## src/sv/fvcmc_pkg.sv

```systemverilog
// Shared constants and types of the vertex cache miss counter
`timescale 1ns / 1ps
`default_nettype none

package fvcmc_pkg;

    localparam int CACHE_DEPTH_DEF = 32;
    localparam int VERTEX_BITS_DEF = 16;

    localparam int IN_W   = 16;
    localparam int SIZE_W = 6;
    localparam int MISS_W = 32;
    localparam int DIST_W = 17;

    localparam logic [SIZE_W-1:0] SIZE_RST = 6'd32;

    localparam int ROW_SEL_W = 5;
    localparam int ROW_BITS  = 1 << ROW_SEL_W;

    localparam int QUEUE_DEPTH = 2;

    typedef struct packed {
        logic              hit;
        logic [MISS_W-1:0] miss_count;
        logic [DIST_W-1:0] distinct_count;
    } res_t;

endpackage

`default_nettype wire

```

## src/sv/fvcmc_queue.sv

```systemverilog
// Small register queue with push/full and pop/empty sides
`timescale 1ns / 1ps
`default_nettype none

module fvcmc_queue #(
    parameter int WIDTH = 16,
    parameter int DEPTH = fvcmc_pkg::QUEUE_DEPTH
) (
    input  wire logic             clk,
    input  wire logic             rst_n,
    input  wire logic             push,
    input  wire logic [WIDTH-1:0] wr_data,
    output logic                  full,
    input  wire logic             pop,
    output logic      [WIDTH-1:0] rd_data,
    output logic                  empty
);

    localparam int AW = (DEPTH > 1) ? $clog2(DEPTH) : 1;
    localparam int CW = $clog2(DEPTH + 1);

    logic [WIDTH-1:0] mem_reg [DEPTH];
    logic [AW-1:0]    wr_ptr_reg, wr_ptr_next;
    logic [AW-1:0]    rd_ptr_reg, rd_ptr_next;
    logic [CW-1:0]    count_reg, count_next;
    logic             do_push;
    logic             do_pop;

    assign full    = (count_reg == CW'(DEPTH));
    assign empty   = (count_reg == '0);
    assign do_push = push && !full;
    assign do_pop  = pop && !empty;
    assign rd_data = mem_reg[rd_ptr_reg];

    always_comb
    begin
        wr_ptr_next = wr_ptr_reg;
        rd_ptr_next = rd_ptr_reg;
        count_next  = count_reg;
        if (do_push)
        begin
            wr_ptr_next = (wr_ptr_reg == AW'(DEPTH - 1)) ? '0 : wr_ptr_reg + 1'b1;
        end
        if (do_pop)
        begin
            rd_ptr_next = (rd_ptr_reg == AW'(DEPTH - 1)) ? '0 : rd_ptr_reg + 1'b1;
        end
        if (do_push && !do_pop)
        begin
            count_next = count_reg + 1'b1;
        end
        else if (do_pop && !do_push)
        begin
            count_next = count_reg - 1'b1;
        end
    end

    always_ff @(posedge clk or negedge rst_n)
    begin
        if (!rst_n)
        begin
            wr_ptr_reg <= '0;
            rd_ptr_reg <= '0;
            count_reg  <= '0;
        end
        else
        begin
            wr_ptr_reg <= wr_ptr_next;
            rd_ptr_reg <= rd_ptr_next;
            count_reg  <= count_next;
        end
    end

    always_ff @(posedge clk)
    begin
        if (do_push)
        begin
            mem_reg[wr_ptr_reg] <= wr_data;
        end
    end

endmodule

`default_nettype wire

```

## config.mk

```make
export PLATFORM = sky130hd
export DESIGN_NAME = fvcmc_queue
export DESIGN_NICKNAME = d
export VERILOG_FILES = /design/src/sv/fvcmc_pkg.sv /design/src/sv/fvcmc_queue.sv
export SDC_FILE = /design/constraint.sdc
export NUM_CORES = 1
export LEC_CHECK = 0
export ABC_AREA = 1
export BUFFER_PORTS_ARGS = -buffer_cell sky130_fd_sc_hd__buf_2
export CAP_MARGIN = 15
export CORE_MARGIN = 2
export CORE_UTILIZATION = 45
export DETAILED_ROUTE_END_ITERATION = 12
export PLACE_DENSITY = 0.71
export RECOVER_POWER = 25
export REMOVE_ABC_BUFFERS = 1
export SLEW_MARGIN = 20
export SYNTH_ARGS = -nofsm -noshare
export SYNTH_HDL_FRONTEND = slang
export SYNTH_SLANG_ARGS = --single-unit
export TNS_END_PERCENT = 100
```

## constraint.sdc

```tcl
create_clock -name clk -period 1.99 [get_ports clk]
set_input_delay 0.0995 -clock clk [delete_from_list [all_inputs] [get_ports clk]]
set_output_delay 0.0995 -clock clk [all_outputs]
set_load 0.01 [all_outputs]
```

==> flow_summary.ini <==
[worst_setup_path]
r2r_cells = 4
end_kind = flip-flop
path_class = reg -> reg
start_kind = flip-flop
cp.arrival_ps = 1570
crit_fanout = 16
crit_required_ps = 1970

[clocking]
cts_resized = 0
h-tree-depth = 2
post_cts.repair.setup_buffers = 0
path_clk_slew_ps = 100
clock_sinks = 36
cts_buffers = 5
cts_tree = yes
clockRootBuffer = clkbuf_4
clk_path_buf_depth = 2
clkLatencyLatePin_ps = 330

[power_and_ir_drop]
p_per_area_nw_per_um2 = 1340
p_comb_share_pct = 34.7
p_int_mw = 1.64
ir_worst_vdd_mv = 0.572
power_frac_seq_pct = 45.8
leakage_nw = 0.844
p_total_mw = 2.50
clkPwrFrac_pct = 19.5
netSwitchingFraction_pct = 34.6
p_sw_mw = 0.866

[drt]
wire_per_inst_microns = 12.4
vias = 997
ant_nets = 0
routed_wl_mm = 2.60
first_pass_iters = 4
drc = 0
routed_via_density = 4.75
drt_iter0_drc = 41

[synth]
synth_area_sq_um = 1400
synth_top_area_share_pct = 68.5
netlist_instances = 115
synthArstFlopShare_pct = 11.1
yosys_warnings = 0
yosysUniqueCellTypes = 17
synth-edff-count = 32
seq_area_frac_synth_pct = 75.6
synth_flop_cell = edfxtp_1
postSynthAreaPerCell_sq_um = 12.2
synth_top_area_cell = edfxtp_1
ys_seq_elements = 36
netlist_top_cells_count = nand2_1, edfxtp_1, inv_1, dfrtp_1
synth_most_common_cell = nand2_1
synth_area_leaders = edfxtp_1, nand2_1, dfrtp_1

[sta]
whs_ps = 21.5
finalMaxSlewViolations = 0
finalSetupViolCount = 0
rsz0062_at_grt = no
worst_slew_pin_slew_ps = 627
layout_setup_ws_ps = 400
fin_tns_setup_ps = 0
slew_headroom_pct = 58.1
timing.fmax_mhz = 629
min_period_ps = 1590
skew_ps = 5.67
final-hold-violation-count = 0
fin_crit_sh_pct = 79.9

[placement]
placed_cell_area_sq_um = 1630
io_buffer_count = 37
gp_congestion = 0.654
dp.cells = 185
dp_slack_ps = 375
hpwl_mm = 1.72

[global_route]
grtUsageMet3_pct = 4.98
met1_usage_pct = 14.0
antenna_found_initial = 0
grt_pass1_wl_mm = 3.93
grt-ovfl-total = 0
met2_usage_pct = 30.9
grt_usage_pct = 15.9
top_usage_layer = met2
grt_max_degree = 18
grt_pass1_vias = 961

[layout]
multi_input_area_sq_um = 289
regArea_sq_um = 1060
drive_gt1_share_pct = 26.0
nFillCells = 256
nets = 197
syn_to_final_growth_pct = 33.5
layout.cells.non_filler = 210
fin_util_pct = 62.3
antennaDiodeCount = 0
largest_reg_flops = 32
final_area_sq_um = 1870

[run_status]
status = finished, final reports clean

[floorplan]
die_x_microns = 59.8
rows = 20
die-area_sq_um = 3580
fp.dieH_microns = 59.8
initial_core_util_pct = 46.7
core_area_sq_um = 3000
ios = 38

[min_path]
holdPathStages = 3
min_path_type = in -> reg

[job]
max-cap-violations = 0
## logic make-up after synthesis
family | Yosys count | synth area share, %
xor gates and xnor gates | 1 | 0.625
AOI/OAI and AO/OA | 2 | 0.714
and+or+nand+nor | 64 | 18.4
buffers and inverters | 11 | 3.75
DFF | 36 | 75.6
adders and majority gates | 1 | 0.892
## metal layers
metal,vias to the layer above,share of wire [%]
li1,498,-
met4,0,2.0
met1,465,39
met2,27,54
met3,7,4.5
met5,-,0
## worst max-delay path, cell delays in order (launching register included)
cell and delay, ps:
dfrtp_1 490, nor2_2 100, nor2_4 90, nand2_1 80
inv_1 470
## cell type report
| type | instances | area share (%) |
|---|---|---|
| flip-flops and latches | 36 | 56.7 |
| clock inverters | 2 | 1.87 |
| inverters | 8 | 1.74 |
| clock buffers | 6 | 2.21 |
| multi-input cells | 68 | 15.4 |
| well taps | 33 | 2.21 |
| repair buffers | 57 | 19.9 |
## power by group through the flow
stage	combinational (mW)	clock [mW]	sequential, mW
final	0.868	0.488	1.15
after global routing	0.980	0.539	1.16
after CTS	0.888	0.506	1.15
after detailed placement	0.858	0	1.16
after global placement	0.827	0	1.15
after floorplan	0.501	0	1.15
## layout by cell type (no fill, tap or decap), drive strengths merged, types with 2 or more instances in the layout
cell         Yosys  routed
buf              3      36
clkbuf           0      10
dfrtp            4       4
dlygate4sd3      0      17
edfxtp          32      32
inv              8       8
nand2           57      57
nor2             4       4
o21ai            2       2
## timing repair
| item | CTS | global route |
|---|---|---|
| hold buffers | 17 | 0 |
| hold endpoints to repair | 36 | 0 |
| setup endpoints to repair | 0 | 0 |
## worst paths after layout
| path | slack, ps | from | endpoint |
|---|---|---|---|
| hold reg to reg | 520 | wr_ptr_reg | wr_ptr_reg |
| setup reg to reg | 400 | count_reg[0] | mem_reg[0][13] |
| hold / removal | 20 | pop | rd_ptr_reg |
| min in group asynchronous | 120 | rst_n | count_reg[0] |
| max in group asynchronous | 1690 | rst_n | wr_ptr_reg |
| setup / recovery | 400 | count_reg[0] | mem_reg[0][13] |
(Power assumes the default switching activity.)
