<file path="config.mk">
export PLATFORM = sky130hd
export DESIGN_NAME = fvcmc_front
export DESIGN_NICKNAME = d
export VERILOG_FILES = /design/src/sv/fvcmc_pkg.sv /design/src/sv/fvcmc_queue.sv /design/src/sv/fvcmc_front.sv
export SDC_FILE = /design/constraint.sdc
export NUM_CORES = 1
export LEC_CHECK = 0
export BUFFER_PORTS_ARGS = -buffer_cell sky130_fd_sc_hd__buf_2
export CAP_MARGIN = 20
export CORE_ASPECT_RATIO = 1.2
export CORE_MARGIN = 3
export CORE_UTILIZATION = 54
export DETAILED_ROUTE_END_ITERATION = 12
export PLACE_DENSITY = 0.82
export SYNTH_ARGS = -nofsm -noshare
export SYNTH_HDL_FRONTEND = slang
export SYNTH_SLANG_ARGS = --single-unit
export TNS_END_PERCENT = 30
</file>
<file path="constraint.sdc">
create_clock -name clk -period 3.5 [get_ports clk]
set_clock_uncertainty 0.2 [all_clocks]
set_input_delay 0.175 -clock clk [delete_from_list [all_inputs] [get_ports clk]]
set_output_delay 0.175 -clock clk [all_outputs]
set_load 0.01 [all_outputs]
</file>
<file path="src/sv/fvcmc_pkg.sv">
// Shared constants and types of the vertex cache miss counter
`timescale 1ns / 1ps
`default_nettype none

package fvcmc_pkg;

    localparam int CACHE_DEPTH_DEF = 32;
    localparam int VERTEX_BITS_DEF = 16;

    localparam int IN_W   = 16;
    localparam int SIZE_W = 6;
    localparam int MISS_W = 32;
    localparam int DIST_W = 17;

    localparam logic [SIZE_W-1:0] SIZE_RST = 6'd32;

    localparam int ROW_SEL_W = 5;
    localparam int ROW_BITS  = 1 << ROW_SEL_W;

    localparam int QUEUE_DEPTH = 2;

    typedef struct packed {
        logic              hit;
        logic [MISS_W-1:0] miss_count;
        logic [DIST_W-1:0] distinct_count;
    } res_t;

endpackage

`default_nettype wire

</file>
<file path="src/sv/fvcmc_queue.sv">
// Small register queue with push/full and pop/empty sides
`timescale 1ns / 1ps
`default_nettype none

module fvcmc_queue #(
    parameter int WIDTH = 16,
    parameter int DEPTH = fvcmc_pkg::QUEUE_DEPTH
) (
    input  wire logic             clk,
    input  wire logic             rst_n,
    input  wire logic             push,
    input  wire logic [WIDTH-1:0] wr_data,
    output logic                  full,
    input  wire logic             pop,
    output logic      [WIDTH-1:0] rd_data,
    output logic                  empty
);

    localparam int AW = (DEPTH > 1) ? $clog2(DEPTH) : 1;
    localparam int CW = $clog2(DEPTH + 1);

    logic [WIDTH-1:0] mem_reg [DEPTH];
    logic [AW-1:0]    wr_ptr_reg, wr_ptr_next;
    logic [AW-1:0]    rd_ptr_reg, rd_ptr_next;
    logic [CW-1:0]    count_reg, count_next;
    logic             do_push;
    logic             do_pop;

    assign full    = (count_reg == CW'(DEPTH));
    assign empty   = (count_reg == '0);
    assign do_push = push && !full;
    assign do_pop  = pop && !empty;
    assign rd_data = mem_reg[rd_ptr_reg];

    always_comb
    begin
        wr_ptr_next = wr_ptr_reg;
        rd_ptr_next = rd_ptr_reg;
        count_next  = count_reg;
        if (do_push)
        begin
            wr_ptr_next = (wr_ptr_reg == AW'(DEPTH - 1)) ? '0 : wr_ptr_reg + 1'b1;
        end
        if (do_pop)
        begin
            rd_ptr_next = (rd_ptr_reg == AW'(DEPTH - 1)) ? '0 : rd_ptr_reg + 1'b1;
        end
        if (do_push && !do_pop)
        begin
            count_next = count_reg + 1'b1;
        end
        else if (do_pop && !do_push)
        begin
            count_next = count_reg - 1'b1;
        end
    end

    always_ff @(posedge clk or negedge rst_n)
    begin
        if (!rst_n)
        begin
            wr_ptr_reg <= '0;
            rd_ptr_reg <= '0;
            count_reg  <= '0;
        end
        else
        begin
            wr_ptr_reg <= wr_ptr_next;
            rd_ptr_reg <= rd_ptr_next;
            count_reg  <= count_next;
        end
    end

    always_ff @(posedge clk)
    begin
        if (do_push)
        begin
            mem_reg[wr_ptr_reg] <= wr_data;
        end
    end

endmodule

`default_nettype wire

</file>
<file path="src/sv/fvcmc_front.sv">
// Front end: take vertex indices, trim them to the index width, and buffer them
`timescale 1ns / 1ps
`default_nettype none

module fvcmc_front #(
    parameter int VERTEX_BITS = fvcmc_pkg::VERTEX_BITS_DEF
) (
    input  wire logic                         clk,
    input  wire logic                         rst_n,
    input  wire logic                         push,
    input  wire logic [fvcmc_pkg::IN_W-1:0]   vertex_index,
    output logic                              full,
    input  wire logic                         pop,
    output logic      [VERTEX_BITS-1:0]       vertex,
    output logic                              empty
);

    logic [VERTEX_BITS-1:0] vertex_trim;

    // drop index bits above the configured index width
    assign vertex_trim = VERTEX_BITS'(vertex_index);

    fvcmc_queue #(
        .WIDTH (VERTEX_BITS),
        .DEPTH (fvcmc_pkg::QUEUE_DEPTH)
    ) u_in_queue (
        .clk     (clk),
        .rst_n   (rst_n),
        .push    (push),
        .wr_data (vertex_trim),
        .full    (full),
        .pop     (pop),
        .rd_data (vertex),
        .empty   (empty)
    );

endmodule

`default_nettype wire

</file>
==> key figures <==
Outcome
  – Result of the run: finished, final reports clean

Global route
  – Maximum number of pins on one net before global-route repair: 18
  – Via count of the first global-routing pass: 802
  – Global-route wire length before repair: approximately 3.6 mm
  – Peak-usage layer in the global routing report: met2
  – M3 GR Usage: under 10%
  – Tot GR Track Use: roughly 17%
  – Number of antenna violations at the first check in global routing: 0
  – Met1 track demand over resource: between 10% and 20%
  – Routing usage on met2: between 20% and 30%
  – GRT overflow: 0

Floorplan
  – Number of ports placed on the die boundary: 38
  – Die width: 52.53 µm
  – Core region area: 0.002377 mm²
  – Row count: 19
  – Die area: 0.003248 mm²
  – Die span in y: a little over 60 µm
  – Initial core utilization: roughly three fifths

Pwr
  – Clock share of power: 14.8%
  – Internal: between 0.9 and 1 mW
  – P_leak: between 0.7 and 0.8 nW
  – Power dissipated by switching net loads: around 0.39 mW
  – Total power consumption of the routed design: around 1.3 mW
  – Maximum vdd ir drop: about 0.51 mV
  – Switching part of the total: about 30%
  – Sequential Power Share: approximately 52%
  – Power density relative to cell area: 708.0 mW/mm²
  – Combinational power share: about a third

Clock network
  – Total number of clock tree sinks: 36
  – Clock-pin slew on the worst setup and hold paths: 0.09 ns
  – Number of cells upsized or downsized after cts: 0
  – Skew-Pair Late Insertion Delay: between 0.3 and 0.4 ns
  – Clock Path Buffers: 2
  – Depth of the CTS H-tree: 2
  – Clock tree from TritonCTS: yes
  – Clock buffer count from CTS: 5
  – Cell at the root of the clock tree: clkbuf_4

Routing
  – WL/cell: between 10 and 15 µm
  – # DRC: 0
  – ANT nets after route: 0
  – Avg Vias per Cell: roughly 4.7
  – First-pass DRT Iterations: 3
  – Vias after detailed routing: approximately 770
  – Number of violations reported at the end of detailed-routing iteration 0: 16
  – Aggregate routed wire length: 2.274 mm

Place
  – Buffers on Ports: 37
  – Placer congestion estimate: ~0.66
  – Post-placement cell area: around 0.0016 mm²
  – DP Worst Slack: ~1.6 ns
  – # placed instances: around 140

STA
  – Count of endpoints failing setup in the final report: 0
  – Max frequency: 0.4612 GHz
  – Setup Total Neg Slack: 0 ns
  – Relative slew slack: 42.84%
  – Post-route minimum period: ~2.2 ns
  – Final Hold Fails: 0
  – Final worst slack: 1.332 ns
  – Post-route worst hold slack: 0.2983 ns
  – Setup repair after global routing missed its margin: no
  – Final period utilization: between 60 and 70%
  – Number of slew-limit violations in the final report: 0
  – Slew at the pin closest to its max-slew limit: about 0.86 ns

Critical path
  – WP data arrival: approximately 1.8 ns
  – Type of the worst setup path: reg -> out
  – Worst setup EP type: primary output
  – Critical path peak fanout: 17
  – Type of element launching the critical path: flop
  – Required time of the critical path: between 3 and 4 ns

Layout
  – Post-layout nets: roughly 150
  – Cell Count, Final, Fillers Out: 164
  – Filler Cells Inserted: roughly 150
  – Diodes inserted: 0
  – Area growth from synthesis to layout: 32.11%
  – Area of all placed cells without fillers: approximately 0.0019 mm²
  – Utilization after layout: between 70% and 80%
  – Share of final-layout standard cells stronger than drive strength 1: between 40% and 50%
  – Area taken by multi-input logic gates: between 300 and 400 µm²
  – Largest register FFs: 32
  – Reg area: around 0.0011 mm²

Logic synthesis
  – Number of nets in the synthesized netlist: 90
  – Synthesized instance count: 69
  – Total number of yosys warnings: 0
  – Post-synthesis area per instance: slightly above 20 µm²
  – Count of cell types in the netlist: 15
  – Netlist Area Pre-Place: roughly 0.0014 mm²
  – Flop and latch count out of synthesis: 36
  – Sequential area share after synthesis: 75.65%

Worst hold path
  – Worst Hold Class: reg -> reg

Run
  – Reported max-cap violation count: 0
what timing repair did:
action / CTS / global route
hold buffers: 20 / 0
setup endpoints to repair: 0 / 0
setup buffers: 0 / 0
hold endpoints to repair: 38 / 0
placed cells by master (no fill, tap or decap):
| master | n |
|---|---|
| mux2_4 | 9 |
| edfxtp_1 | 32 |
| dfrtp_1 | 4 |
| clkinv_2 | 1 |
| buf_4 | 1 |
| nor2_1 | 3 |
| clkbuf_1 | 2 |
| o21ai_1 | 1 |
| xnor2_1 | 3 |
| and3_1 | 1 |
| xor2_1 | 2 |
| buf_2 | 37 |
| ha_1 | 1 |
| nand2b_1 | 1 |
| nand2_1 | 1 |
| clkbuf_4 | 5 |
| mux2_2 | 7 |
| inv_1 | 2 |
| dlygate4sd3_1 | 20 |
Yosys cell counts:
cell type,count,area share (%)
and3_1,1,0.45
mux2_2,7,5.6
nor2_1,3,0.80
o21ai_1,1,0.36
ha_1,1,0.89
buf_12,1,1.4
xor2_1,2,1.2
nand2b_1,1,0.45
edfxtp_1,32,69
mux2_4,9,9.6
xnor2_1,3,1.9
inv_1,2,0.54
nand2_1,1,0.27
dfrtp_1,4,7.1
buf_6,1,0.80
metal layers:
metal	routed length, µm	vias up
li1	-	380
met4	34	0
met2	1239	22
met5	0	-
met1	901	368
met3	97	4
worst paths after layout:
path | start | endpoint | slack [ns] | depth (start not counted)
max in group asynchronous | rst_n | u_in_queue.count_reg[1] | 2.38 | 3
min in group asynchronous | rst_n | u_in_queue.count_reg[0] | 0.55 | 3
hold / removal | u_in_queue.wr_ptr_reg | u_in_queue.wr_ptr_reg | 0.30 | 1
hold reg to reg | u_in_queue.wr_ptr_reg | u_in_queue.wr_ptr_reg | 0.30 | 1
setup / recovery | u_in_queue.rd_ptr_reg | vertex[14] | 1.33 | 2
setup reg to reg | u_in_queue.count_reg[0] | u_in_queue.mem_reg[1][7] | 1.64 | 2
power groups by stage:
stage	clock, mW	combinational (mW)	sequential, mW
floorplan	0	0.365	0.635
global route	0.226	0.489	0.693
finish	0.194	0.440	0.678
global placement	0	0.419	0.680
CTS	0.205	0.448	0.680
detailed placement	0	0.430	0.690
layout make-up:
cell class | count | area share, %
Clock inverter | 1 | 0.2701
Inverter | 2 | 0.4051
Sequential cell | 36 | 57.26
Clock buffer | 7 | 2.431
Multi-Input combinational cell | 29 | 16.34
Tap cell | 31 | 2.093
Timing Repair Buffer | 58 | 21.20
cell families after synthesis:
logic type / Yosys count / synth area share [%]
xor gates and xnor gates: 5 / 3.123
muxes: 16 / 15.25
buffers and inverters: 4 / 2.766
and+or+nand+nor: 6 / 1.963
DFF: 36 / 75.65
AOI/OAI and AO/OA: 1 / 0.3565
adders and majority gates: 1 / 0.8919
critical path, stage by stage, from the launching register on:
cell and delay (ns):
dfrtp_1 0.91, mux2_2 0.42, buf_2 0.14
(Power assumes the default switching activity.)
